### config.mk
export PLATFORM = sky130hd
export DESIGN_NAME = ffa_seq
export DESIGN_NICKNAME = d
export VERILOG_FILES = /design/src/sv/ffa_pkg.sv /design/src/sv/ffa_seq.sv
export SDC_FILE = /design/constraint.sdc
export NUM_CORES = 1
export LEC_CHECK = 0
export CAP_MARGIN = 10
export CELL_PAD_IN_SITES_DETAIL_PLACEMENT = 0
export CELL_PAD_IN_SITES_GLOBAL_PLACEMENT = 2
export CORE_ASPECT_RATIO = 0.6
export CORE_UTILIZATION = 40
export DETAILED_ROUTE_END_ITERATION = 7
export DONT_BUFFER_PORTS = 1
export PLACE_DENSITY = 0.88
export SLEW_MARGIN = 30
export SYNTH_ARGS = -nofsm -noshare
export SYNTH_HDL_FRONTEND = slang
export SYNTH_SLANG_ARGS = --single-unit
### constraint.sdc
create_clock -name i_clk -period 6.65 [get_ports i_clk]
set_input_delay 0.665 -clock i_clk [delete_from_list [all_inputs] [get_ports i_clk]]
set_output_delay 0.665 -clock i_clk [all_outputs]
set_load 0.01 [all_outputs]
### src/sv/ffa_pkg.sv
// Shared types and constants of the first-fit heap allocator.
`timescale 1ns / 1ps

package ffa_pkg;

    // Fixed field widths of the request and result beats.
    localparam int REQ_W     = 16;
    localparam int OFF_W     = 14;
    localparam int STATUS_W  = 3;
    localparam int IN_DATA_W = 32;
    localparam int OUT_DATA_W = 16;

    // Block sizes are kept in multiples of this many bytes.
    localparam int ALIGN_BYTES = 4;

    // Request kinds carried in the input tuser.
    localparam logic ACT_ALLOC = 1'b0;
    localparam logic ACT_FREE  = 1'b1;

    // Result status codes.
    typedef enum logic [STATUS_W-1:0] {
        ST_ALLOCATED = 3'd0,
        ST_ZERO_SIZE = 3'd1,
        ST_NO_MEMORY = 3'd2,
        ST_FREED     = 3'd3,
        ST_IGNORED   = 3'd4
    } t_status;

    // Sequencer states.
    typedef enum logic [3:0] {
        S_IDLE,
        S_AL_CHK,
        S_AL_SPLIT,
        S_FR_CHK,
        S_CO_RD0,
        S_CO_CUR,
        S_CO_EVAL,
        S_CO_NXT,
        S_DONE
    } t_state;

    // Memory port strobes from the sequencer.
    typedef struct packed {
        logic rd;
        logic wr;
    } t_mem_ctl;

    // One result item.
    typedef struct packed {
        t_status           status;
        logic [OFF_W-1:0]  payload;
    } t_result;

endpackage

### src/sv/ffa_seq.sv
// Request sequencer: chain walks for allocate and free, split and coalescing pass.
`timescale 1ns / 1ps

module ffa_seq #(
    parameter int HEAP_BYTES   = 16384,
    parameter int HEADER_BYTES = 12
) (
    input  logic                                          i_clk,
    input  logic                                          i_rst_n,
    input  logic                                          i_in_valid,
    output logic                                          o_in_ready,
    input  logic                                          i_action,
    input  logic [ffa_pkg::REQ_W-1:0]                     i_req_size,
    input  logic [ffa_pkg::OFF_W-1:0]                     i_free_off,
    output ffa_pkg::t_mem_ctl                             o_mem_ctl,
    output logic [$clog2((HEAP_BYTES + 3) / 4)-1:0]       o_rd_addr,
    output logic [$clog2((HEAP_BYTES + 3) / 4)-1:0]       o_wr_addr,
    output logic [$clog2(HEAP_BYTES + 1)-1:0]             o_wr_size,
    output logic                                          o_wr_free,
    input  logic [$clog2(HEAP_BYTES + 1)-1:0]             i_rd_size,
    input  logic                                          i_rd_free,
    output logic                                          o_res_valid,
    input  logic                                          i_res_ready,
    output ffa_pkg::t_result                              o_res
);

    localparam int SLOTS  = (HEAP_BYTES + 3) / 4;
    localparam int ADDR_W = $clog2(SLOTS);
    localparam int SIZE_W = $clog2(HEAP_BYTES + 1);
    // Byte arithmetic width: covers heap positions and the largest rounded request.
    localparam int CMP_W  = ((SIZE_W > ffa_pkg::REQ_W + 1) ? SIZE_W : ffa_pkg::REQ_W + 1) + 1;

    localparam logic [CMP_W-1:0] HEAP_C   = CMP_W'(HEAP_BYTES);
    localparam logic [CMP_W-1:0] HDR_C    = CMP_W'(HEADER_BYTES);
    localparam logic [CMP_W-1:0] ALIGN_C  = CMP_W'(ffa_pkg::ALIGN_BYTES);

    ffa_pkg::t_state  r_state, n_state;
    logic [CMP_W-1:0] r_pos, n_pos;
    logic [CMP_W-1:0] r_total, n_total;
    logic [CMP_W-1:0] r_target, n_target;
    logic [SIZE_W-1:0] r_sz, n_sz;
    logic             r_fr, n_fr;
    ffa_pkg::t_status r_status, n_status;
    logic [ffa_pkg::OFF_W-1:0] r_payload, n_payload;

    logic             w_accept;
    logic [CMP_W-1:0] w_total;
    logic             w_zero_req;
    logic             w_null_free;
    logic [CMP_W-1:0] w_rd_sz;
    logic [CMP_W-1:0] w_nxt;
    logic             w_rd_zero;
    logic             w_fit;
    logic             w_split;
    logic             w_nxt_end;
    logic [CMP_W-1:0] w_cnx;
    logic             w_co_stop;
    logic             w_merge;
    logic [CMP_W-1:0] w_split_pos;
    logic [CMP_W-1:0] w_pay_full;

    // Shared decision terms.
    assign w_accept    = i_in_valid && o_in_ready;
    assign w_total     = (CMP_W'(i_req_size) + HDR_C + (ALIGN_C - CMP_W'(1)))
                         & ~(ALIGN_C - CMP_W'(1));
    assign w_zero_req  = (i_req_size == ffa_pkg::REQ_W'(0));
    assign w_null_free = (i_free_off == ffa_pkg::OFF_W'(0)) || (CMP_W'(i_free_off) < HDR_C);
    assign w_rd_sz     = CMP_W'(i_rd_size);
    assign w_nxt       = r_pos + w_rd_sz;
    assign w_rd_zero   = (i_rd_size == SIZE_W'(0));
    assign w_fit       = i_rd_free && (w_rd_sz >= r_total);
    assign w_split     = w_rd_sz >= (r_total + HDR_C + ALIGN_C);
    assign w_nxt_end   = (w_nxt >= HEAP_C);
    assign w_cnx       = r_pos + CMP_W'(r_sz);
    assign w_co_stop   = (r_sz == SIZE_W'(0)) || (w_cnx >= HEAP_C);
    assign w_merge     = r_fr && i_rd_free && !w_rd_zero;
    assign w_split_pos = r_pos + r_total;
    assign w_pay_full  = r_pos + HDR_C;

    assign o_in_ready  = (r_state == ffa_pkg::S_IDLE);

    // Next state.
    always_comb begin
        n_state = r_state;
        case (r_state)
            ffa_pkg::S_IDLE: begin
                if (w_accept) begin
                    if (i_action == ffa_pkg::ACT_ALLOC) begin
                        n_state = w_zero_req ? ffa_pkg::S_DONE : ffa_pkg::S_AL_CHK;
                    end else begin
                        n_state = w_null_free ? ffa_pkg::S_DONE : ffa_pkg::S_FR_CHK;
                    end
                end
            end
            ffa_pkg::S_AL_CHK: begin
                if (w_rd_zero) begin
                    n_state = ffa_pkg::S_DONE;
                end else if (w_fit) begin
                    n_state = w_split ? ffa_pkg::S_AL_SPLIT : ffa_pkg::S_DONE;
                end else if (w_nxt_end) begin
                    n_state = ffa_pkg::S_DONE;
                end
            end
            ffa_pkg::S_AL_SPLIT: n_state = ffa_pkg::S_DONE;
            ffa_pkg::S_FR_CHK: begin
                if (w_rd_zero) begin
                    n_state = ffa_pkg::S_DONE;
                end else if (r_pos == r_target) begin
                    n_state = ffa_pkg::S_CO_RD0;
                end else if (w_nxt_end || (w_nxt > r_target)) begin
                    n_state = ffa_pkg::S_DONE;
                end
            end
            ffa_pkg::S_CO_RD0: n_state = ffa_pkg::S_CO_CUR;
            ffa_pkg::S_CO_CUR: n_state = ffa_pkg::S_CO_EVAL;
            ffa_pkg::S_CO_EVAL: n_state = w_co_stop ? ffa_pkg::S_DONE : ffa_pkg::S_CO_NXT;
            ffa_pkg::S_CO_NXT: n_state = ffa_pkg::S_CO_EVAL;
            ffa_pkg::S_DONE: begin
                if (i_res_ready) begin
                    n_state = ffa_pkg::S_IDLE;
                end
            end
            default: n_state = ffa_pkg::S_IDLE;
        endcase
    end

    // Datapath updates and memory accesses.
    always_comb begin
        n_pos       = r_pos;
        n_total     = r_total;
        n_target    = r_target;
        n_sz        = r_sz;
        n_fr        = r_fr;
        n_status    = r_status;
        n_payload   = r_payload;
        o_mem_ctl   = '0;
        o_rd_addr   = ADDR_W'(0);
        o_wr_addr   = r_pos[ADDR_W+1:2];
        o_wr_size   = i_rd_size;
        o_wr_free   = 1'b0;
        o_res_valid = 1'b0;
        case (r_state)
            ffa_pkg::S_IDLE: begin
                if (w_accept) begin
                    n_pos     = '0;
                    n_total   = w_total;
                    n_target  = CMP_W'(i_free_off) - HDR_C;
                    n_payload = '0;
                    if (i_action == ffa_pkg::ACT_ALLOC) begin
                        n_status      = w_zero_req ? ffa_pkg::ST_ZERO_SIZE
                                                   : ffa_pkg::ST_NO_MEMORY;
                        o_mem_ctl.rd  = !w_zero_req;
                    end else begin
                        n_status      = ffa_pkg::ST_IGNORED;
                        o_mem_ctl.rd  = !w_null_free;
                    end
                end
            end
            ffa_pkg::S_AL_CHK: begin
                if (w_rd_zero) begin
                    n_status = ffa_pkg::ST_NO_MEMORY;
                end else if (w_fit) begin
                    n_status     = ffa_pkg::ST_ALLOCATED;
                    n_payload    = w_pay_full[ffa_pkg::OFF_W-1:0];
                    o_mem_ctl.wr = 1'b1;
                    if (w_split) begin
                        // Leftover becomes a new free block behind the taken one.
                        o_wr_addr = w_split_pos[ADDR_W+1:2];
                        o_wr_size = i_rd_size - r_total[SIZE_W-1:0];
                        o_wr_free = 1'b1;
                    end
                end else if (!w_nxt_end) begin
                    n_pos        = w_nxt;
                    o_mem_ctl.rd = 1'b1;
                    o_rd_addr    = w_nxt[ADDR_W+1:2];
                end
            end
            ffa_pkg::S_AL_SPLIT: begin
                o_mem_ctl.wr = 1'b1;
                o_wr_size    = r_total[SIZE_W-1:0];
                o_wr_free    = 1'b0;
            end
            ffa_pkg::S_FR_CHK: begin
                if (!w_rd_zero) begin
                    if (r_pos == r_target) begin
                        o_mem_ctl.wr = 1'b1;
                        o_wr_free    = 1'b1;
                    end else if (!(w_nxt_end || (w_nxt > r_target))) begin
                        n_pos        = w_nxt;
                        o_mem_ctl.rd = 1'b1;
                        o_rd_addr    = w_nxt[ADDR_W+1:2];
                    end
                end
            end
            ffa_pkg::S_CO_RD0: begin
                n_pos        = '0;
                o_mem_ctl.rd = 1'b1;
            end
            ffa_pkg::S_CO_CUR: begin
                n_sz = i_rd_size;
                n_fr = i_rd_free;
            end
            ffa_pkg::S_CO_EVAL: begin
                if (w_co_stop) begin
                    n_status = ffa_pkg::ST_FREED;
                end else begin
                    o_mem_ctl.rd = 1'b1;
                    o_rd_addr    = w_cnx[ADDR_W+1:2];
                end
            end
            ffa_pkg::S_CO_NXT: begin
                if (w_merge) begin
                    // Absorb the successor and look again from the same block.
                    n_sz         = r_sz + i_rd_size;
                    o_mem_ctl.wr = 1'b1;
                    o_wr_size    = r_sz + i_rd_size;
                    o_wr_free    = 1'b1;
                end else begin
                    n_pos = w_cnx;
                    n_sz  = i_rd_size;
                    n_fr  = i_rd_free;
                end
            end
            ffa_pkg::S_DONE: begin
                o_res_valid = i_res_ready;
            end
            default: begin
                n_status = r_status;
            end
        endcase
    end

    assign o_res.status  = r_status;
    assign o_res.payload = r_payload;

    // Control state.
    always_ff @(posedge i_clk) begin
        if (!i_rst_n) begin
            r_state <= ffa_pkg::S_IDLE;
        end else begin
            r_state <= n_state;
        end
    end

    // Walk registers.
    always_ff @(posedge i_clk) begin
        r_pos     <= n_pos;
        r_total   <= n_total;
        r_target  <= n_target;
        r_sz      <= n_sz;
        r_fr      <= n_fr;
        r_status  <= n_status;
        r_payload <= n_payload;
    end

    // The sequencer never reads and writes the memory in the same cycle.
    a_no_rd_wr: assert property (@(posedge i_clk) disable iff (!i_rst_n)
        !(o_mem_ctl.rd && o_mem_ctl.wr))
        else $error("memory read and write issued together");

    // An accepted request always leaves the idle state.
    a_accept_busy: assert property (@(posedge i_clk) disable iff (!i_rst_n)
        w_accept |=> (r_state != ffa_pkg::S_IDLE))
        else $error("request accepted but sequencer stayed idle");

    // Only a successful allocation carries a payload offset.
    a_pay_zero: assert property (@(posedge i_clk) disable iff (!i_rst_n)
        (o_res_valid && (o_res.status != ffa_pkg::ST_ALLOCATED)) |-> (o_res.payload == '0))
        else $error("nonzero payload on a result that is not an allocation");

    // A result is only issued from the done state.
    a_res_done: assert property (@(posedge i_clk) disable iff (!i_rst_n)
        o_res_valid |-> (r_state == ffa_pkg::S_DONE))
        else $error("result issued outside the done state");

endmodule

## Word level (Yosys, flattened, before mapping)

Cells that the tools add are included.

| operators by class | value |
|---|---|
| add/sub/neg operators | 11 |
| magnitude comparators | 6 |
| eq/ne operators | 23 |
| mux-type cells | 74 |
| reductions and logical operators | 26 |

Operators with widths:

| operator | count |
|---|---|
| 18-bit 2-to-1 mux | 8 |
| 12-bit 2-to-1 mux | 11 |
| 18-bit case mux with 5 select lines | 1 |
| 15-bit 2-to-1 mux | 4 |
| 4-bit 2-to-1 mux | 13 |
| 15-bit case mux with 3 select lines | 1 |
| 14-bit 2-to-1 mux | 3 |
| 18-bit by 15-bit adder with 18-bit output | 2 |
| 15-bit by 18-bit >= comparator with 1-bit output | 2 |
| 18-bit by 15-bit >= comparator with 1-bit output, second input constant | 2 |
| 12-bit case mux with 3 select lines | 1 |
| 4-bit case mux with 8 select lines | 1 |
| 15-bit zero test | 2 |
| 15-bit case mux with 2 select lines | 1 |
| 14-bit case mux with 2 select lines | 1 |
| 2-bit inequality test, second input constant | 10 |
| 17-bit by 2-bit adder with 18-bit output, second input constant | 1 |
| 18-bit by 3-bit adder with 18-bit output, second input constant | 1 |
| 18-bit by 4-bit adder with 18-bit output, second input constant | 1 |
| 18-bit equality test | 1 |
| 18-bit > comparator | 1 |
| 16-bit by 4-bit adder with 17-bit output, second input constant | 1 |
| 4-bit by 3-bit equality test with 1-bit output, second input constant | 4 |
| 16-bit zero test | 1 |
| 32 further kinds | 66 |

| word-level totals | value |
|---|---|
| bits in registers | 89 |
| output and inout bits | 61 |

## Depth between registers and ports, before layout

| logic depth | value |
|---|---|
| depth in word-level cells | 7 |
| gate-level depth with buffers | 19 |
| mapped depth without buffers | 18 |

## Worst setup path after synthesis

Ideal clock, no wire load.

| timing | value |
|---|---|
| kind | input port to flip-flop |
| start point | input port i_rd_size[0] |
| end point | register r_pos[0], enable pin |
| library setup time | 439 ps |
| arrival time | 5,685 ps |
| path slack | 526 ps |
| cell stages on the path | 18 |
| path buffers | 0 |
| cells stage by stage | ha_1 -> fa_1 -> a21o_1 -> a221oi_2 -> o21ba_4 -> and2b_1 -> o21a_1 -> o21ai_0 -> a21boi_0 -> xor2_1 -> ha_1 -> a21o_1 -> a211oi_1 -> o21ai_0 -> a21oi_1 -> a2111o_1 -> a31oi_1 -> nor4_1 |

| between the ends | value |
|---|---|
| longest elaborated chain between the ends | 5 |
| elaborated cells on any way between the ends | 16 |

RTL lines:

| what | RTL line | RTL |
|---|---|---|
| from (decl) | ffa_seq.sv:20 | `input logic [$clog2(HEAP_BYTES + 1)-1:0] i_rd_size,` |
| 18-bit by 15-bit adder with 18-bit output / 15-bit zero test (equally long branches) | ffa_seq.sv:69, ffa_seq.sv:70 |  |
| 18-bit by 15-bit >= comparator with 1-bit output (tied with other cells) | ffa_seq.sv:73 | `assign w_nxt_end = (w_nxt >= HEAP_C);` |
| 1-bit logical OR / 1-bit logical AND (equally long branches) | ffa_seq.sv:188, ffa_seq.sv:76 |  |
| 2-bit inequality test (no source line) | n/a |  |
| 9-bit AND reduction (no source line) (*) | n/a |  |
| to (signal assigned) | ffa_seq.sv:247 | `r_pos <= n_pos;` |
| to (decl) | ffa_seq.sv:38 | `logic [CMP_W-1:0] r_pos, n_pos;` |

Every way passes the cells marked *; elsewhere a longest branch is shown, timed or not.
A chain may end at the register's enable or synchronous reset.

## Final worst setup path

| timing | value |
|---|---|
| start point | register r_pos[0] |
| end point | output port o_rd_addr[6] |

| between the ends | value |
|---|---|
| longest elaborated chain between the ends | 7 |
| elaborated cells on any way between the ends | 16 |

RTL lines:

| what | RTL line | RTL |
|---|---|---|
| 18-bit by 15-bit adder with 18-bit output | ffa_seq.sv:69 | `assign w_nxt = r_pos + w_rd_sz;` |
| 18-bit by 15-bit >= comparator with 1-bit output / 18-bit > comparator (equally long branches) | ffa_seq.sv:73, ffa_seq.sv:188 |  |
| 1-bit logical OR | ffa_seq.sv:188 | `end else if (!(w_nxt_end \|\| (w_nxt > r_target))) begin` |
| 12-bit 2-to-1 mux | ffa_seq.sv:188 |  |
| 12-bit 2-to-1 mux | ffa_seq.sv:185 | `if (r_pos == r_target) begin` |
| 12-bit 2-to-1 mux | ffa_seq.sv:184 | `if (!w_rd_zero) begin` |
| 12-bit case mux with 3 select lines (*) | ffa_seq.sv:142 | `case (r_state)` |
| to (decl) | ffa_seq.sv:16 | `output logic [$clog2((HEAP_BYTES + 3) / 4)-1:0] o_rd_addr,` |

Marks and branches as above.

==> reports/results.tsv <==
stage	metric	value	unit
placement	hpwl dp	24.2	mm
setup_path	worst path required time	5.98	ns
floorplanning	Std-Cell Rows	42	
final_layout	most common cell after layout, fill and taps aside	nand2_1	
final_layout	area delta synth->final	7.87	%
setup_path	CP peak stage delay	0.47	ns
final_layout	commonest cells after routing, fill and taps aside	118 x nand2_1, 100 x ha_1, 81 x edfxtp_1, 79 x nor2_1, 67 x inv_1	
setup_path	R2R Setup Slk	1.52	ns
sta	setup violation total in the final timing report	0	
cts	CTS clock-pin slew for the worst setup and hold paths	0.07	ns
power_and_ir_drop	PD cells	358	nW/um^2
sta	Final Cycle Share	86.6	%
cts	Clk Latency, worst-skew pair	0.36	ns
setup_path	CP Class	reg2out	
synthesis	share of the synthesized area in the top cell type	26.9	%
cts	htree depth	3	
setup_path	Critical Path Fanout Max	5	
synthesis	YS warnings	0	
drt	routed vias	8134	
synthesis	Gate Count Post-Synth	1059	
synthesis	sequential area share after synthesis	27.7	%
synthesis	Synth area leader	edfxtp_1	
synthesis	ys flop type	edfxtp_1	
global_route	first-pass GRT wire length	44.9	mm
synthesis	Async SR Flop Fraction	0	%
drt	DR pass1 iterations	5	
placement	IO buf count	0	
setup_path	CP Data Arrival Time	5.09	ns
global_route	initial antenna violation count	0	
global_route	largest net degree at the start of global routing	32	
final_layout	cell area after layout	9770	sq um
global_route	grt total ovfl	0	
placement	Placer Congestion	0.897	
cts	Hold-fix buffers, CTS	0	
cts	# Post-CTS Setup Buffers	0	
cts	cts repair resizes	0	
drt	Vias/cell	5.94	
run_status	status	finished clean	
flow_run	MaxCap Viol Count	0	
worst_hold_path	Hold Path Class	in2reg	
setup_path	CP Cell Sequence	ha_1 > fa_1 > a21o_1 > a221oi_2 > o21ba_4 > and2b_1 > o21a_1 > o21ai_0 > a21boi_0 > xor2_1 > ha_1 > a21o_1 > a211oi_1 > o21ai_0 > a21oi_1 > a2111o_1 > nand2_1 > o22ai_1	
drt	Remaining DRCs	0	
sta	worst clock skew	0.00985	ns
synthesis	top post-synthesis cells by area	edfxtp_1 27%, ha_1 14%, xnor2_1 5.5%	
cts	CTS tree	built	
sta	RSZ-0062 raised after global routing	false	
synthesis	Post-synth EDFFs	81	
final_layout	Antenna diodes	0	
setup_path	Worst path slowest cell	edfxtp_1	
sta	Setup TNS	0	ns
setup_path	CP endpoint kind	primary output	
global_route	vias in the first global route	7167	
drt	Detailed Route Iter0 Violations	736	
cts	CTS max path bufs	2	
placement	Area after DPL	9430	sq um
sta	Max Fclk	174	MHz
final_layout	share of cells above drive strength 1	4.14	%
sta	max-slew violation count	0	
sta	Worst-Margin Slew	0.937	ns
sta	Slew headroom	36.7	%
synthesis	syn avg cell area	8.55	sq um
synthesis	Synth Cell Area	9060	sq um
final_layout	Final nets	1213	
cts	Clk Tree Root Cell	clkbuf_16	
cts	CTS sink cnt	85	
floorplanning	starting density of the core	40.9	%
power_and_ir_drop	Peak VDD IR	0.000161	V
sta	Final min period	5.76	ns
synthesis	Yosys reg bits	85	
floorplanning	Core Area	22100	sq um
drt	wire per inst	22.1	microns
floorplanning	die height	119	microns
power_and_ir_drop	P_leak	4.12	nW
floorplanning	I/O pins	112	
floorplanning	die width	196	microns
drt	Post-DRT Antenna Nets	0	
drt	final WL	30.3	mm
setup_path	Critical Path Start Type	register	
synthesis	post-synth net total	1215	
floorplanning	DIE AREA	23300	sq um
global_route	gr usage total	26.1	%
sta	Hold Fails Final Rpt	0	
synthesis	Unique masters post-synth	74	
cts	CTS buffer count	9	
[cell families (layout without fill, tap and decap cells)]
family / Yosys count / after routing / share of synthesized area (%)
xor gates and xnor gates: 113 / 113 / 11.1
muxes: 12 / 12 / 1.34
adders and majority gates: 105 / 105 / 14.9
DFF: 85 / 85 / 27.7
and+or+nand+nor: 370 / 370 / 19.8
buffers and inverters: 89 / 92 / 3.77
AOI/OAI and AO/OA: 285 / 285 / 21.3
[flip-flops by register name, indices dropped and copies added, names as in the netlist]
| register | flops |
|---|---|
| r_payload | 14 |
| r_status | 3 |
| r_sz | 15 |
| r_target | 15 |
| r_total | 15 |
| r_state | 4 |
| r_fr | 1 |
| r_pos | 18 |
[cells in the mapped netlist, types with 11 or more instances]
library cell,n
nor4_1,22
nand4_1,11
clkbuf_1,19
inv_1,67
nor2_1,79
nand2b_1,12
edfxtp_1,81
a21o_1,29
nor3_1,18
o211ai_1,19
nand2_1,118
a31oi_1,12
a22o_1,18
xor2_1,55
and3_1,22
a21oi_1,61
o21ai_0,56
o22ai_1,11
xnor2_1,57
mux2i_1,11
nand3_1,33
ha_1,100
[final timing paths]
kind,to,cells after the start,from
hold reg to reg,r_state[3],2,r_state[3]
setup / recovery,o_rd_addr[6],18,r_pos[0]
hold / removal,r_target[0],0,i_free_off[0]
setup reg to reg,r_pos[4],19,r_pos[0]
[power by group]
| group | switching, mW | leakage [nW] | internal, mW | total [mW] |
|---|---|---|---|---|
| logic | 1.15 | 3.15 | 0.768 | 1.92 |
| registers | 0.240 | 0.810 | 0.744 | 0.983 |
| clock network | 0.231 | 0.159 | 0.365 | 0.596 |
| total | 1.62 | 4.12 | 1.88 | 3.50 |
[worst max-delay path: cells and delay by family, from the launching register on]
family	cells	cell delay (ns)
compound gates	12	2.62
simple gates	2	0.40
xor+xnor	1	0.19
fa+ha+maj	3	1.04
flops	1	0.47
[layer usage]
layer / vias to the layer above / GRT usage, % / share of wire, %
met5: - / 0 / 0
met4: 0 / 5.57 / 1.3
met3: 25 / 6.62 / 11
met2: 313 / 33.4 / 37
met1: 3860 / 42.0 / 51
li1: 3936 / - / -
[metrics by stage]
step	hold slack, ns	setup WS (ns)	utilization (%)	std cells	power (mW)
finish	0.396	0.893	44.2	1370	3.50
global route	0.377	0.588	44.2	1370	3.74
CTS	0.381	0.965	44.2	1370	3.48
detailed placement	0.647	1.19	42.6	1354	2.86
global placement	0.644	1.31	42.6	1354	2.87
floorplan	0.631	0.526	-	1059	2.32
[cell type report]
type                       count  area [sq um]
clock buffer                   9           225
tap                          308           385
multi-input combinational    885          6210
fill                        2201         12400
inverter                      67           251
sequential                    85          2510
clock inverter                 7           114
timing repair buffer           9          67.6
Note: power is estimated with default switching activity, not from simulation.
